==> src/rtl/core/tpfg_pkg.sv <==
// Package for the tiled pattern fill generator.
// Holds the register index codes, the default sizes and the derived configuration struct.
// No dependencies.
`default_nettype none

package tpfg_pkg;

    localparam int DEF_FRAME_WIDTH     = 800;
    localparam int DEF_FRAME_HEIGHT    = 480;
    localparam int DEF_PALETTE_ENTRIES = 8;

    localparam int CFG_DATA_W  = 64;
    localparam int CFG_INDEX_W = 3;

    typedef enum logic [CFG_INDEX_W-1:0] {
        CFG_PALETTE     = 3'd0,
        CFG_MATRIX_ROWS = 3'd1,
        CFG_MATRIX_COLS = 3'd2,
        CFG_BLOCK_SIZE  = 3'd3,
        CFG_START_X     = 3'd4,
        CFG_START_Y     = 3'd5,
        CFG_FILL_W      = 3'd6,
        CFG_FILL_H      = 3'd7
    } t_cfg_reg;

    // Configuration as the pixel walker consumes it: clipped, clamped, ready to use.
    typedef struct packed {
        logic [63:0] palette;
        logic [3:0]  rows;
        logic [3:0]  cols;
        logic [10:0] block_w;
        logic [10:0] block_h;
        logic [10:0] start_x;
        logic [21:0] start_base;
        logic [10:0] eff_w;
        logic [10:0] eff_h;
    } t_fill_cfg;

endpackage

`default_nettype wire

==> src/rtl/core/tpfg_cfg_regs.sv <==
// Configuration register bank of the tiled pattern fill generator.
// Stores the written registers and derives the clipped region and clamped tile sizes.
// Depends on tpfg_pkg.
`default_nettype none

module tpfg_cfg_regs #(
    parameter int FRAME_WIDTH  = tpfg_pkg::DEF_FRAME_WIDTH,
    parameter int FRAME_HEIGHT = tpfg_pkg::DEF_FRAME_HEIGHT
) (
    input  wire logic                             i_clk,
    input  wire logic                             i_rst_n,
    input  wire logic                             i_cfg_we,
    input  wire logic [tpfg_pkg::CFG_INDEX_W-1:0] i_cfg_index,
    input  wire logic [tpfg_pkg::CFG_DATA_W-1:0]  i_cfg_wdata,
    output tpfg_pkg::t_fill_cfg                   o_cfg
);

    localparam logic [11:0] CW12 = 12'(FRAME_WIDTH);
    localparam logic [11:0] CH12 = 12'(FRAME_HEIGHT);

    logic [63:0] r_palette;
    logic [3:0]  r_matrix_rows;
    logic [3:0]  r_matrix_cols;
    logic [21:0] r_block_size;
    logic [10:0] r_start_x;
    logic [10:0] r_start_y;
    logic [21:0] r_start_base;
    logic [10:0] r_fill_w;
    logic [10:0] r_fill_h;

    logic [21:0] start_prod;
    logic [11:0] avail_w;
    logic [11:0] avail_h;
    logic [11:0] clip_w;
    logic [11:0] clip_h;

    // row base of the region top, computed once per start_y write
    assign start_prod = 22'(i_cfg_wdata[10:0]) * 22'(FRAME_WIDTH);

    always_ff @(posedge i_clk) begin
        if (!i_rst_n) begin
            r_palette     <= '0;
            r_matrix_rows <= 4'd1;
            r_matrix_cols <= 4'd1;
            r_block_size  <= 22'd2049;
            r_start_x     <= '0;
            r_start_y     <= '0;
            r_start_base  <= '0;
            r_fill_w      <= '0;
            r_fill_h      <= '0;
        end else if (i_cfg_we) begin
            case (tpfg_pkg::t_cfg_reg'(i_cfg_index))
                tpfg_pkg::CFG_PALETTE:     r_palette     <= i_cfg_wdata;
                tpfg_pkg::CFG_MATRIX_ROWS: r_matrix_rows <= i_cfg_wdata[3:0];
                tpfg_pkg::CFG_MATRIX_COLS: r_matrix_cols <= i_cfg_wdata[3:0];
                tpfg_pkg::CFG_BLOCK_SIZE:  r_block_size  <= i_cfg_wdata[21:0];
                tpfg_pkg::CFG_START_X:     r_start_x     <= i_cfg_wdata[10:0];
                tpfg_pkg::CFG_START_Y: begin
                    r_start_y    <= i_cfg_wdata[10:0];
                    r_start_base <= start_prod;
                end
                tpfg_pkg::CFG_FILL_W:      r_fill_w      <= i_cfg_wdata[10:0];
                tpfg_pkg::CFG_FILL_H:      r_fill_h      <= i_cfg_wdata[10:0];
                default: ;
            endcase
        end
    end

    always_comb begin
        avail_w = CW12 - {1'b0, r_start_x};
        avail_h = CH12 - {1'b0, r_start_y};
        if ({1'b0, r_start_x} >= CW12) begin
            clip_w = '0;
        end else if ({1'b0, r_fill_w} < avail_w) begin
            clip_w = {1'b0, r_fill_w};
        end else begin
            clip_w = avail_w;
        end
        if ({1'b0, r_start_y} >= CH12) begin
            clip_h = '0;
        end else if ({1'b0, r_fill_h} < avail_h) begin
            clip_h = {1'b0, r_fill_h};
        end else begin
            clip_h = avail_h;
        end

        o_cfg.palette    = r_palette;
        o_cfg.rows       = (r_matrix_rows == 4'd0) ? 4'd1 :
                           (r_matrix_rows > 4'd8) ? 4'd8 : r_matrix_rows;
        o_cfg.cols       = (r_matrix_cols == 4'd0) ? 4'd1 :
                           (r_matrix_cols > 4'd8) ? 4'd8 : r_matrix_cols;
        o_cfg.block_w    = (r_block_size[10:0] == 11'd0) ? 11'd1 : r_block_size[10:0];
        o_cfg.block_h    = (r_block_size[21:11] == 11'd0) ? 11'd1 : r_block_size[21:11];
        o_cfg.start_x    = r_start_x;
        o_cfg.start_base = r_start_base;
        o_cfg.eff_w      = clip_w[10:0];
        o_cfg.eff_h      = clip_h[10:0];
    end

endmodule

`default_nettype wire

==> src/rtl/core/tiled_pattern_fill_generator_unit.sv <==
// Tiled pattern fill generator, top level.
// Walks a clipped fill region in raster order and colors each pixel from a tiled cell matrix.
// Depends on tpfg_pkg and tpfg_cfg_regs.
//
// Usage:
//   Input channel (i_in_valid / o_in_stall, payload i_restart): each transaction
//   asks for one pixel. i_restart = 1 begins a new fill at the region origin,
//   0 advances to the next pixel. Every input transaction yields exactly one
//   result transaction.
//   Output channel (o_out_valid / i_out_stall): o_pixel_valid, o_pixel_index,
//   o_pixel_color, o_last_pixel. o_pixel_valid = 0 with zero fields marks an
//   empty region or a finished fill.
//   The result is registered and shows in the cycle after the input transaction.
//   Throughput is one pixel per cycle unless the receiver stalls: the position
//   counters and the cell lookup sit between the walker state and a single output register.
//   When the receiver stalls, the result is held and o_in_stall rises only while
//   the output register is full and stalled; a result taken in the same cycle
//   frees room for the next transaction.
//   Reset (synchronous, active low) loads the register defaults and leaves the
//   walker idle: results are invalid until a restart. The user must write configuration
//   via i_cfg_we / i_cfg_index / i_cfg_wdata only while the block is idle; the block does not enforce it.
`default_nettype none

module tiled_pattern_fill_generator_unit #(
    parameter int FRAME_WIDTH     = tpfg_pkg::DEF_FRAME_WIDTH,
    parameter int FRAME_HEIGHT    = tpfg_pkg::DEF_FRAME_HEIGHT,
    parameter int PALETTE_ENTRIES = tpfg_pkg::DEF_PALETTE_ENTRIES
) (
    input  wire logic                             i_clk,
    input  wire logic                             i_rst_n,
    input  wire logic                             i_cfg_we,
    input  wire logic [tpfg_pkg::CFG_INDEX_W-1:0] i_cfg_index,
    input  wire logic [tpfg_pkg::CFG_DATA_W-1:0]  i_cfg_wdata,
    input  wire logic                             i_in_valid,
    output logic                                  o_in_stall,
    input  wire logic                             i_restart,
    output logic                                  o_out_valid,
    input  wire logic                             i_out_stall,
    output logic                                  o_pixel_valid,
    output logic [21:0]                           o_pixel_index,
    output logic [7:0]                            o_pixel_color,
    output logic                                  o_last_pixel
);

    localparam logic [21:0] CW22 = 22'(FRAME_WIDTH);
    localparam logic [5:0]  PE6  = 6'(PALETTE_ENTRIES);

    tpfg_pkg::t_fill_cfg cfg;

    logic [10:0] r_local_col, r_local_row, r_col_in_block, r_row_in_block;
    logic [2:0]  r_cell_col, r_cell_row;
    logic [21:0] r_row_base;
    logic        r_fill_done;

    logic [10:0] n_local_col, n_local_row, n_col_in_block, n_row_in_block;
    logic [2:0]  n_cell_col, n_cell_row;
    logic [21:0] n_row_base;
    logic        n_fill_done;

    logic        r_out_valid;
    logic        r_pixel_valid;
    logic [21:0] r_pixel_index;
    logic [7:0]  r_pixel_color;
    logic        r_last_pixel;

    logic        in_accept;
    logic [10:0] cur_col, cur_row, cur_cib, cur_rib;
    logic [2:0]  cur_ccol, cur_crow;
    logic [21:0] cur_base;
    logic        cur_done;
    logic [5:0]  cell_idx;
    logic [7:0]  color;
    logic        row_end;
    logic        last;
    logic [21:0] pix_index;

    tpfg_cfg_regs #(
        .FRAME_WIDTH  (FRAME_WIDTH),
        .FRAME_HEIGHT (FRAME_HEIGHT)
    ) u_cfg (
        .i_clk       (i_clk),
        .i_rst_n     (i_rst_n),
        .i_cfg_we    (i_cfg_we),
        .i_cfg_index (i_cfg_index),
        .i_cfg_wdata (i_cfg_wdata),
        .o_cfg       (cfg)
    );

    assign o_in_stall = r_out_valid && i_out_stall;
    assign in_accept  = i_in_valid && !o_in_stall;

    always_comb begin
        cur_col  = i_restart ? 11'd0 : r_local_col;
        cur_row  = i_restart ? 11'd0 : r_local_row;
        cur_cib  = i_restart ? 11'd0 : r_col_in_block;
        cur_rib  = i_restart ? 11'd0 : r_row_in_block;
        cur_ccol = i_restart ? 3'd0 : r_cell_col;
        cur_crow = i_restart ? 3'd0 : r_cell_row;
        cur_base = i_restart ? cfg.start_base : r_row_base;
        cur_done = i_restart ? 1'b0 : r_fill_done;
        if (cfg.eff_w == 11'd0 || cfg.eff_h == 11'd0) begin
            cur_done = 1'b1;
        end

        cell_idx = 6'(cur_crow) * 6'(cfg.cols) + 6'(cur_ccol);
        color    = (cell_idx < PE6) ? 8'(cfg.palette >> {cell_idx[2:0], 3'b000}) : 8'd0;

        row_end   = (12'(cur_col) + 12'd1) >= 12'(cfg.eff_w);
        last      = row_end && ((12'(cur_row) + 12'd1) >= 12'(cfg.eff_h));
        pix_index = cur_base + 22'(cfg.start_x) + 22'(cur_col);

        n_local_col    = cur_col;
        n_local_row    = cur_row;
        n_col_in_block = cur_cib;
        n_row_in_block = cur_rib;
        n_cell_col     = cur_ccol;
        n_cell_row     = cur_crow;
        n_row_base     = cur_base;
        n_fill_done    = cur_done;

        if (!cur_done) begin
            if (last) begin
                n_fill_done = 1'b1;
            end else if (row_end) begin
                n_local_col    = '0;
                n_col_in_block = '0;
                n_cell_col     = '0;
                n_local_row    = 11'(cur_row + 11'd1);
                n_row_base     = cur_base + CW22;
                if ((12'(cur_rib) + 12'd1) >= 12'(cfg.block_h)) begin
                    n_row_in_block = '0;
                    n_cell_row = ((4'(cur_crow) + 4'd1) >= cfg.rows) ? 3'd0
                                                                     : 3'(cur_crow + 3'd1);
                end else begin
                    n_row_in_block = 11'(cur_rib + 11'd1);
                end
            end else begin
                n_local_col = 11'(cur_col + 11'd1);
                if ((12'(cur_cib) + 12'd1) >= 12'(cfg.block_w)) begin
                    n_col_in_block = '0;
                    n_cell_col = ((4'(cur_ccol) + 4'd1) >= cfg.cols) ? 3'd0
                                                                     : 3'(cur_ccol + 3'd1);
                end else begin
                    n_col_in_block = 11'(cur_cib + 11'd1);
                end
            end
        end
    end

    always_ff @(posedge i_clk) begin
        if (!i_rst_n) begin
            r_local_col    <= '0;
            r_local_row    <= '0;
            r_col_in_block <= '0;
            r_row_in_block <= '0;
            r_cell_col     <= '0;
            r_cell_row     <= '0;
            r_row_base     <= '0;
            r_fill_done    <= 1'b1;
        end else if (in_accept) begin
            r_local_col    <= n_local_col;
            r_local_row    <= n_local_row;
            r_col_in_block <= n_col_in_block;
            r_row_in_block <= n_row_in_block;
            r_cell_col     <= n_cell_col;
            r_cell_row     <= n_cell_row;
            r_row_base     <= n_row_base;
            r_fill_done    <= n_fill_done;
        end
    end

    always_ff @(posedge i_clk) begin
        if (!i_rst_n) begin
            r_out_valid <= 1'b0;
        end else if (in_accept) begin
            r_out_valid <= 1'b1;
        end else if (!i_out_stall) begin
            r_out_valid <= 1'b0;
        end
    end

    always_ff @(posedge i_clk) begin
        if (in_accept) begin
            r_pixel_valid <= !cur_done;
            r_pixel_index <= cur_done ? 22'd0 : pix_index;
            r_pixel_color <= cur_done ? 8'd0 : color;
            r_last_pixel  <= !cur_done && last;
        end
    end

    assign o_out_valid   = r_out_valid;
    assign o_pixel_valid = r_pixel_valid;
    assign o_pixel_index = r_pixel_index;
    assign o_pixel_color = r_pixel_color;
    assign o_last_pixel  = r_last_pixel;

    a_idle_gives_invalid: assert property (@(posedge i_clk) disable iff (!i_rst_n)
        (in_accept && !i_restart && r_fill_done) |=> !r_pixel_valid)
        else $error("idle walker produced a valid pixel");

    a_last_goes_idle: assert property (@(posedge i_clk) disable iff (!i_rst_n)
        (in_accept && !cur_done && last) |=> r_fill_done)
        else $error("walker not idle after last pixel");

    a_invalid_is_zero: assert property (@(posedge i_clk) disable iff (!i_rst_n)
        (o_out_valid && !o_pixel_valid) |->
            (o_pixel_index == 22'd0 && o_pixel_color == 8'd0 && !o_last_pixel))
        else $error("invalid result carries nonzero fields");

    a_last_is_valid: assert property (@(posedge i_clk) disable iff (!i_rst_n)
        (o_out_valid && o_last_pixel) |-> o_pixel_valid)
        else $error("last pixel flag on invalid result");

endmodule

`default_nettype wire

==> config.mk <==
export PLATFORM = sky130hd
export DESIGN_NAME = tiled_pattern_fill_generator_unit
export DESIGN_NICKNAME = d
export VERILOG_FILES = /design/src/rtl/core/tpfg_pkg.sv /design/src/rtl/core/tpfg_cfg_regs.sv /design/src/rtl/core/tiled_pattern_fill_generator_unit.sv
export SDC_FILE = /design/constraint.sdc
export NUM_CORES = 1
export LEC_CHECK = 0
export CAP_MARGIN = 25
export CORE_ASPECT_RATIO = 1.4
export CORE_UTILIZATION = 54
export CTS_CLUSTER_DIAMETER = 200
export DETAILED_ROUTE_END_ITERATION = 8
export DONT_BUFFER_PORTS = 1
export PLACE_DENSITY = 0.72
export SLEW_MARGIN = 20
export SYNTH_ARGS = -nofsm -noshare
export SYNTH_HDL_FRONTEND = slang
export SYNTH_HIERARCHICAL = 1
export SYNTH_SLANG_ARGS = --single-unit
==> constraint.sdc <==
create_clock -name i_clk -period 6.8 [get_ports i_clk]
set_input_delay 2.04 -clock i_clk [delete_from_list [all_inputs] [get_ports i_clk]]
set_output_delay 2.04 -clock i_clk [all_outputs]
set_load 0.02 [all_outputs]
# Word-level counts from Yosys, hierarchy flattened
# Cells that the tools add are included.
# op_classes
add_sub_neg	18
n_mul	2
order_cmp	13
eq_ne	8
shift	1
n_mux	50
bitwise_logic	1
reduce_logical	23
# ops
cell	count
$mux W11	24
$mux W22	4
$shr A64 B6 Y8	1
$add A11 B1 Y12 const B	4
$ge A12 B11 Y1	4
$add A11 B1 Y11 const B	4
$add A22 B11 Y22	2
$logic_not A11 Y1	4
$mux W3	12
$lt A11 B12 Y1	2
$add A22 B10 Y22 const B	1
$mul A11 B5 Y16 const B	1
$mux W4	4
$reduce_and A2 Y1	8
$eq A3 B3 Y1 const B	4
$sub A10 B11 Y12 const A	1
$sub A9 B11 Y12 const A	1
$ge A11 B10 Y1 const B	1
$ge A11 B9 Y1 const B	1
$add A3 B1 Y4 const B	2
$ge A4 B4 Y1	2
$gt A4 B4 Y1 const B	2
$logic_not A4 Y1	2
$add A3 B1 Y3 const B	2
13 further kinds	23
# totals
regBits	260
inputBits	73
output_inout_bits	34

# Logic depth before layout (Yosys ltp)
# Gate-level depths: netlist (run 1).
# depth
word_depth	9
ltp_mapped	25
depth_no_buf	22

# Modules after synthesis
# The synthesis (run 1) kept the hierarchy.
# modules_own_cells
module	instances	cells_per_inst	area_per_inst_um2	seq_area_each_um2
tiled_pattern_fill_generator_unit	1	1030	8758.4	2442.3
tpfg_cfg_regs	1	1011	7723.7	3022.9

# Least setup slack after synthesis (run 1)
# OpenSTA, ideal clock, no wires.
# synth_path
path_kind	input port to flip-flop
start	in i_restart
end	reg r_col_in_block[7]
arrival_ns	6.722
setup_slack_ns	-0.039
cell_stages	24
path_buffers	8
cell_sequence	buf_2 > buf_1 > buf_1 > clkbuf_1 > clkbuf_1 > nor2b_1 > ha_1 > nand3_1 > nor3_1 > and3_1 > nand3_1 > xor2_1 > nor2_1 > ha_1 > nand3_1 > nor2_1 > a211o_1 > clkbuf_1 > a21oi_1 > nor2_1 > o21a_1 > buf_2 > buf_2 > a22o_1
# synth_via
elab_chain_len	7
word_cells_on_any_way	17
# synth_lines
item	line	rtl
start, declared	tiled_pattern_fill_generator_unit.sv:36	input wire logic i_restart,
$mux W11	tiled_pattern_fill_generator_unit.sv:95	cur_cib = i_restart ? 11'd0 : r_col_in_block;
$add A11 B1 Y12	tiled_pattern_fill_generator_unit.sv:139	if ((12'(cur_cib) + 12'd1) >= 12'(cfg.block_w)) begin
$ge A12 B11 Y1	tiled_pattern_fill_generator_unit.sv:139	
$mux W11	tiled_pattern_fill_generator_unit.sv:139	
$mux W11	tiled_pattern_fill_generator_unit.sv:124	end else if (row_end) begin
$mux W11	tiled_pattern_fill_generator_unit.sv:122	if (last) begin
$mux W11 *	tiled_pattern_fill_generator_unit.sv:121	if (!cur_done) begin
end signal, assigned	tiled_pattern_fill_generator_unit.sv:163	r_col_in_block <= n_col_in_block;
end, declared	tiled_pattern_fill_generator_unit.sv:50	logic [10:0] r_local_col, r_local_row, r_col_in_block, r_row_in_block;
# Mark *: on every way between the ends. The rest lies on a longest branch, timed or not.
# A chain may end at the register's enable or synchronous reset.

==> results.py, run 1 <==
metrics = {
    "logic_synthesis": {
        "synth_edf_count": 32,
        "synth_compound_area_frac": 0.157,
        "async_flop_share": 0,
        "synth_top_family_by_area": "simple AND/OR/NAND/NOR gates",
        "synthMuxAreaShare": 0.0599,
        "synthSimpleGateAreaFrac": 0.217,
        "synth_cells": 2041,
        "synth_xor_area_frac": 0.0383,
        "yosysUniqueCellTypes": 81,
        "seq_area_frac_synth": 0.332,
        "synth_ff_type": "dfxtp_1",
        "synthAdderAreaFrac": 0.132,
        "syn_area_per_cell_um2": 8.08,
        "synth.cell_area_mm2": 0.0165,
        "yosys_warnings": 6,
        "synth-seq-cells": 257,
    },
    "clock_tree": {
        "clockRootBuffer": "clkbuf_16",
        "clockBufferDepth": 3,
        "path_clk_slew_ns": 0.06,
        "postCtsSetupBuffers": 0,
        "post_cts_resized": 0,
        "numClockSinks": 257,
        "cts-buffers-inserted": 27,
        "hold_buffers": 0,
        "h-tree-depth": 1,
        "clk-insertion-delay-late_ns": 0.55,
        "cts_tree": "yes",
    },
    "floorplanning": {
        "start_util": 0.549,
        "die_h_um": 209,
        "ios": 107,
        "rows": 75,
        "coreArea_mm2": 0.0300,
        "die-area_mm2": 0.0312,
        "die_w_um": 150,
    },
    "sta": {
        "tns_ns": 0,
        "maxSlewHeadroom": 0.356,
        "rsz0062_at_grt": "no",
        "setup_slack_ns": 0.916,
        "hold_viol": 0,
        "timing.final.crit_share": 0.865,
        "setup_viol": 0,
        "finClkSkew_ns": 0.0143,
        "worst-slew-pin-transition_ns": 0.966,
        "fmax_mhz": 170,
        "fin_crit_ns": 5.88,
        "slew_viol_final": 0,
    },
    "global_routing": {
        "grt_use_total": 0.275,
        "antenna_found_initial": 1,
        "grt_max_degree": 105,
        "grt_pass1_wl_um": 69300,
        "grt_pass1_vias": 13700,
        "overflow": 0,
    },
    "setup_path": {
        "cp-start-kind": "register",
        "cp_max_fo": 11,
        "criticalPathCategory": "reg -> reg",
        "crit_chain": "or4_4 > o21ai_2 > a21boi_0 > xor2_1 > ha_1 > a21o_1 > a21oi_1 > a311o_1 > mux2i_1 > ha_1 > nand2b_1 > a21oi_1 > o21ai_0 > a21oi_2 > nand3_1 > nor2_1 > and2_1 > a22o_1",
        "worst_ep_required_time_ns": 7.29,
        "slowest_delay_ns": 0.62,
        "slowest_stage": "a311o_1",
        "worstPathArrival_ns": 6.37,
        "end_kind": "register",
    },
    "layout": {
        "num_antenna_cells": 0,
        "final_cell_area_mm2": 0.0174,
        "layout.nets": 2189,
        "area_growth_pct": 5.57,
        "instances_no_fill": 2358,
        "layout-drive-gt1-share": 0.0512,
        "final_cell_mix": "nand2_1 (408), dfxtp_1 (225), a21oi_1 (212)",
        "final_common_cell": "nand2_1",
    },
    "placed_design": {
        "hpwlAfterDp_um": 30900,
        "port_buffers": 0,
        "post-place-ws_ns": 0.721,
        "dpl_cell_area_mm2": 0.0165,
        "dp.cells": 2310,
        "routabilityCongestion": 0.895,
    },
    "route": {
        "vias": 14000,
        "antenna_left": 0,
        "via_per_inst": 5.95,
        "first_pass_iters": 5,
        "drt_iter0_drc": 791,
        "wl_per_cell_um": 17.9,
        "drc": 0,
        "totalWireLength_um": 42300,
    },
    "power": {
        "irDropWorstVdd_mv": 0.247,
        "p_leak_nw": 6.77,
        "power_mw": 3.45,
        "p_per_area_mw_per_mm2": 198,
    },
    "run": {
        "maxCapViolations": 0,
    },
    "hold_path": {
        "holdCritPathClass": "reg -> reg",
    },
    "run_status": {
        "status": "complete, no violations",
    },
}
-- final timing paths --
check                                          from             endpoint  slack [ns]  cells past startpoint
worst max-delay path             u_cfg/r_start_x[0]    r_col_in_block[3]        0.92                     18
worst min-delay path            u_cfg/r_palette[25]  u_cfg/r_palette[25]        0.45                      2
worst max register to register   u_cfg/r_start_x[0]    r_col_in_block[3]        0.92                     18
worst min register to register  u_cfg/r_palette[25]  u_cfg/r_palette[25]        0.45                      2
-- synthesized netlist by cell type, types with 32 or more instances --
master,instances,share of area
nand2_1,408,0.093
dfxtp_1,225,0.27
a21oi_1,213,0.065
ha_1,139,0.11
inv_1,126,0.029
nor2_1,114,0.026
clkbuf_1,106,0.024
nand3_1,76,0.023
mux2i_1,57,0.035
o21ai_0,51,0.015
xnor2_1,36,0.019
xor2_1,36,0.019
edfxtp_1,32,0.058
-- power breakdown --
group	total, mW	switching (mW)	internal, mW	leakage [nW]
combinational	0.413	0.269	0.144	4.21
sequential	1.61	0.0389	1.57	2.14
clock	1.43	0.614	0.811	0.417
-- critical path: cells and delay by family (launching register included) --
kind | cells | cell delay (ns)
AO/OA/AOI/OAI | 9 | 2.41
flip-flops | 1 | 0.36
AND/OR/NAND/NOR | 5 | 1.78
multiplexers | 1 | 0.44
XOR/XNOR | 1 | 0.23
adder cells (fa/ha/maj) | 2 | 0.58
-- stage by stage --
stage | hold WS [ns] | utilization
2_1_floorplan | 0.431 | -
3_3_place_gp | 0.439 | 0.551
3_5_place_dp | 0.447 | 0.551
4_1_cts | 0.454 | 0.579
5_1_grt | 0.467 | 0.579
6_report | 0.453 | 0.579
-- metal layers --
layer | routed length (um) | up-vias | global-route usage
met5 | 0 | - | 0
met4 | 1960 | 0 | 0.132
met3 | 2570 | 105 | 0.0430
met2 | 20800 | 444 | 0.476
met1 | 17000 | 6603 | 0.329
li1 | - | 6879 | -
-- final cells by class --
class | count | area, um2
clock inverter | 10 | 85.1
timing repair buffer | 15 | 120
inverter | 128 | 483
fill | 2728 | 12600
sequential | 257 | 5470
multi-input combinational | 1526 | 10000
clock buffer | 37 | 753
tap | 385 | 482
-- registers in the layout, indices dropped and copies added (netlist names) --
name and cells:
r_row_in_block 11, r_cell_col 3, u_cfg/r_start_base 13, u_cfg/r_matrix_cols 4, r_local_row 11, o_last_pixel 1
r_cell_row 3, o_out_valid 1, u_cfg/r_fill_w 11, u_cfg/r_matrix_rows 4, r_local_col 11, o_pixel_color 8
u_cfg/r_palette 64, u_cfg/r_block_size 22, r_col_in_block 11, o_pixel_valid 1, o_pixel_index 22, u_cfg/r_start_x 11
r_row_base 22, r_fill_done 1, u_cfg/r_fill_h 11, u_cfg/r_start_y 11
-- cell families (layout without fill, tap and decap cells) --
| kind of cell | Yosys count | in the layout |
|---|---|---|
| flops | 257 | 257 |
| simple gates | 790 | 790 |
| compound gates | 419 | 419 |
| other cells | 1 | 6 |
| mux | 78 | 78 |
| fa+ha+maj | 161 | 161 |
| buf+inv | 263 | 190 |
| xor+xnor | 72 | 72 |
Note: power is estimated with default switching activity, not from simulation.
==> run 2, diff against run 1 <==
==> constraint.sdc (replaced) <==
create_clock -name i_clk -period 6.8 [get_ports i_clk]
set_input_delay 2.04 -clock i_clk [delete_from_list [all_inputs] [get_ports i_clk]]
set_output_delay 2.04 -clock i_clk [all_outputs]
set_load 0.005 [all_outputs]
==> results.py, run 2 (synthesis results as in run 1) <==
metrics = {
    "run_status": {
        "status": "complete, no violations",
    },
    "clock_tree": {
        "clk-insertion-delay-late_ns": 0.56,
        "clockRootBuffer": "clkbuf_16",
        "path_clk_slew_ns": 0.07,
        "numClockSinks": 257,
        "post_cts_resized": 0,
        "cts_tree": "yes",
        "cts-buffers-inserted": 28,
        "postCtsSetupBuffers": 0,
        "hold_buffers": 0,
        "h-tree-depth": 1,
        "clockBufferDepth": 3,
    },
    "hold_path": {
        "worstHoldEndpoint": "u_cfg/r_palette[1]",
        "holdCritPathClass": "reg -> reg",
        "min-delay-start": "u_cfg/r_palette[1]",
        "hold_path_depth": 2,
    },
    "setup_path": {
        "reg2reg_to": "r_col_in_block[10]",
        "worstPathArrival_ns": 6.50,
        "ff2ff_path_depth": 20,
        "crit_start": "u_cfg/r_start_x[0]",
        "end_kind": "register",
        "cp-start-kind": "register",
        "worst_ep_required_time_ns": 7.31,
        "rr_startpoint": "u_cfg/r_start_x[0]",
        "rrSetupSlack_ns": 0.81,
        "cp_max_fo": 11,
        "criticalPathCategory": "reg -> reg",
    },
    "route": {
        "first_pass_iters": 5,
        "wl_per_cell_um": 18.0,
        "top_layer": "met4",
        "wl_met1_um": 16800,
        "drt_iter0_drc": 819,
        "via_per_inst": 5.93,
        "route.met3.wl_um": 2640,
        "vias": 14000,
        "antenna_left": 0,
        "drc": 0,
        "wl_met2_um": 20600,
        "totalWireLength_um": 42600,
    },
    "floorplanning": {
        "die-area_mm2": 0.0312,
        "die_h_um": 209,
        "die_w_um": 150,
        "coreArea_mm2": 0.0300,
        "ios": 107,
        "start_util": 0.549,
        "rows": 75,
    },
    "layout": {
        "layout.nets": 2190,
        "largest_reg_flops": 64,
        "layout-drive-gt1-share": 0.0552,
        "final_common_cell": "nand2_1",
        "largest-register": "u_cfg/r_palette",
        "area_growth_pct": 6.33,
        "final_cell_area_mm2": 0.0175,
        "instances_no_fill": 2361,
        "num_antenna_cells": 0,
        "n_fill_cell": 2696,
        "final_cell_mix": "nand2_1 (408), dfxtp_1 (225), a21oi_1 (212)",
    },
    "power": {
        "p_leak_nw": 6.83,
        "irDropWorstVdd_mv": 0.194,
        "p_per_area_mw_per_mm2": 204,
        "power_mw": 3.58,
    },
    "global_routing": {
        "overflow": 0,
        "antenna_found_initial": 0,
        "grt_pass1_wl_um": 69400,
        "grt_use_total": 0.276,
        "grt_max_degree": 105,
        "grt_pass1_vias": 13600,
    },
    "sta": {
        "tns_ns": 0,
        "rsz0062_at_grt": "no",
        "fin_crit_ns": 5.99,
        "worst-slew-pin-transition_ns": 0.987,
        "timing.final.crit_share": 0.881,
        "maxSlewHeadroom": 0.342,
        "finalHoldWorstSlack_ns": 0.453,
        "hold_viol": 0,
        "fmax_mhz": 167,
        "setup_viol": 0,
        "finClkSkew_ns": 0.0117,
        "slew_viol_final": 0,
    },
    "placed_design": {
        "port_buffers": 0,
        "dpl_cell_area_mm2": 0.0165,
        "routabilityCongestion": 0.895,
        "hpwlAfterDp_um": 31000,
        "dp.cells": 2310,
    },
    "run": {
        "maxCapViolations": 0,
    },
}
==> run 2: layer usage <==
| layer | GRT usage | vias to the layer above |
|---|---|---|
| met5 | 0 | - |
| met4 | 0.155 | 0 |
| met3 | 0.0448 | 119 |
| met2 | 0.470 | 450 |
| met1 | 0.327 | 6584 |
| li1 | - | 6848 |
==> run 2: layout make-up <==
type                       instances  area, um2  share of cell area
clock buffer                      37        837              0.0478
clock inverter                    13        114             0.00650
inverter                         128        483              0.0276
multi-input combinational       1526      10000               0.571
sequential                       257       5470               0.312
tap                              385        482              0.0275
timing repair buffer              15        133             0.00757
==> run 2: worst max-delay path by stage <==
stage,end,slack [ns],cells past startpoint
finish,r_col_in_block[10],0.81,20
floorplan,r_col_in_block[7],0.06,24
CTS,r_col_in_block[10],0.88,20
detailed placement,r_col_in_block[10],0.73,16
global placement,r_col_in_block[3],0.88,16
global route,r_col_in_block[6],0.51,20
==> run 2: per-stage QoR <==
step	utilization	worst slack (ns)
after floorplan	-	0.0588
after global placement	0.551	0.882
after detailed placement	0.551	0.730
after CTS	0.582	0.878
after global routing	0.584	0.510
final	0.584	0.808
==> run 2: worst max-delay path, cell delays in order, from the launching register on <==
cell and delay (ns):
dfxtp_1 0.37, or4_4 0.57, o21ai_2 0.18, nand2b_1 0.10
xnor2_1 0.26, ha_1 0.31, a21oi_1 0.16, o21ai_0 0.10
nand2b_1 0.08, a311o_1 0.61, mux2i_1 0.37, inv_1 0.09
ha_1 0.32, a21o_1 0.16, a21oi_1 0.26, o221ai_4 0.18
a21oi_2 0.55, nand3_1 0.19, nor2_1 0.42, and2_1 0.45
a22o_1 0.19
==> run 2: where the power goes <==
part | internal, mW | total [mW] | leakage (nW) | switching (mW)
logic | 0.144 | 0.413 | 4.22 | 0.270
clock network | 0.906 | 1.56 | 0.468 | 0.659
registers | 1.57 | 1.60 | 2.14 | 0.0275
total | 2.62 | 3.58 | 6.83 | 0.956
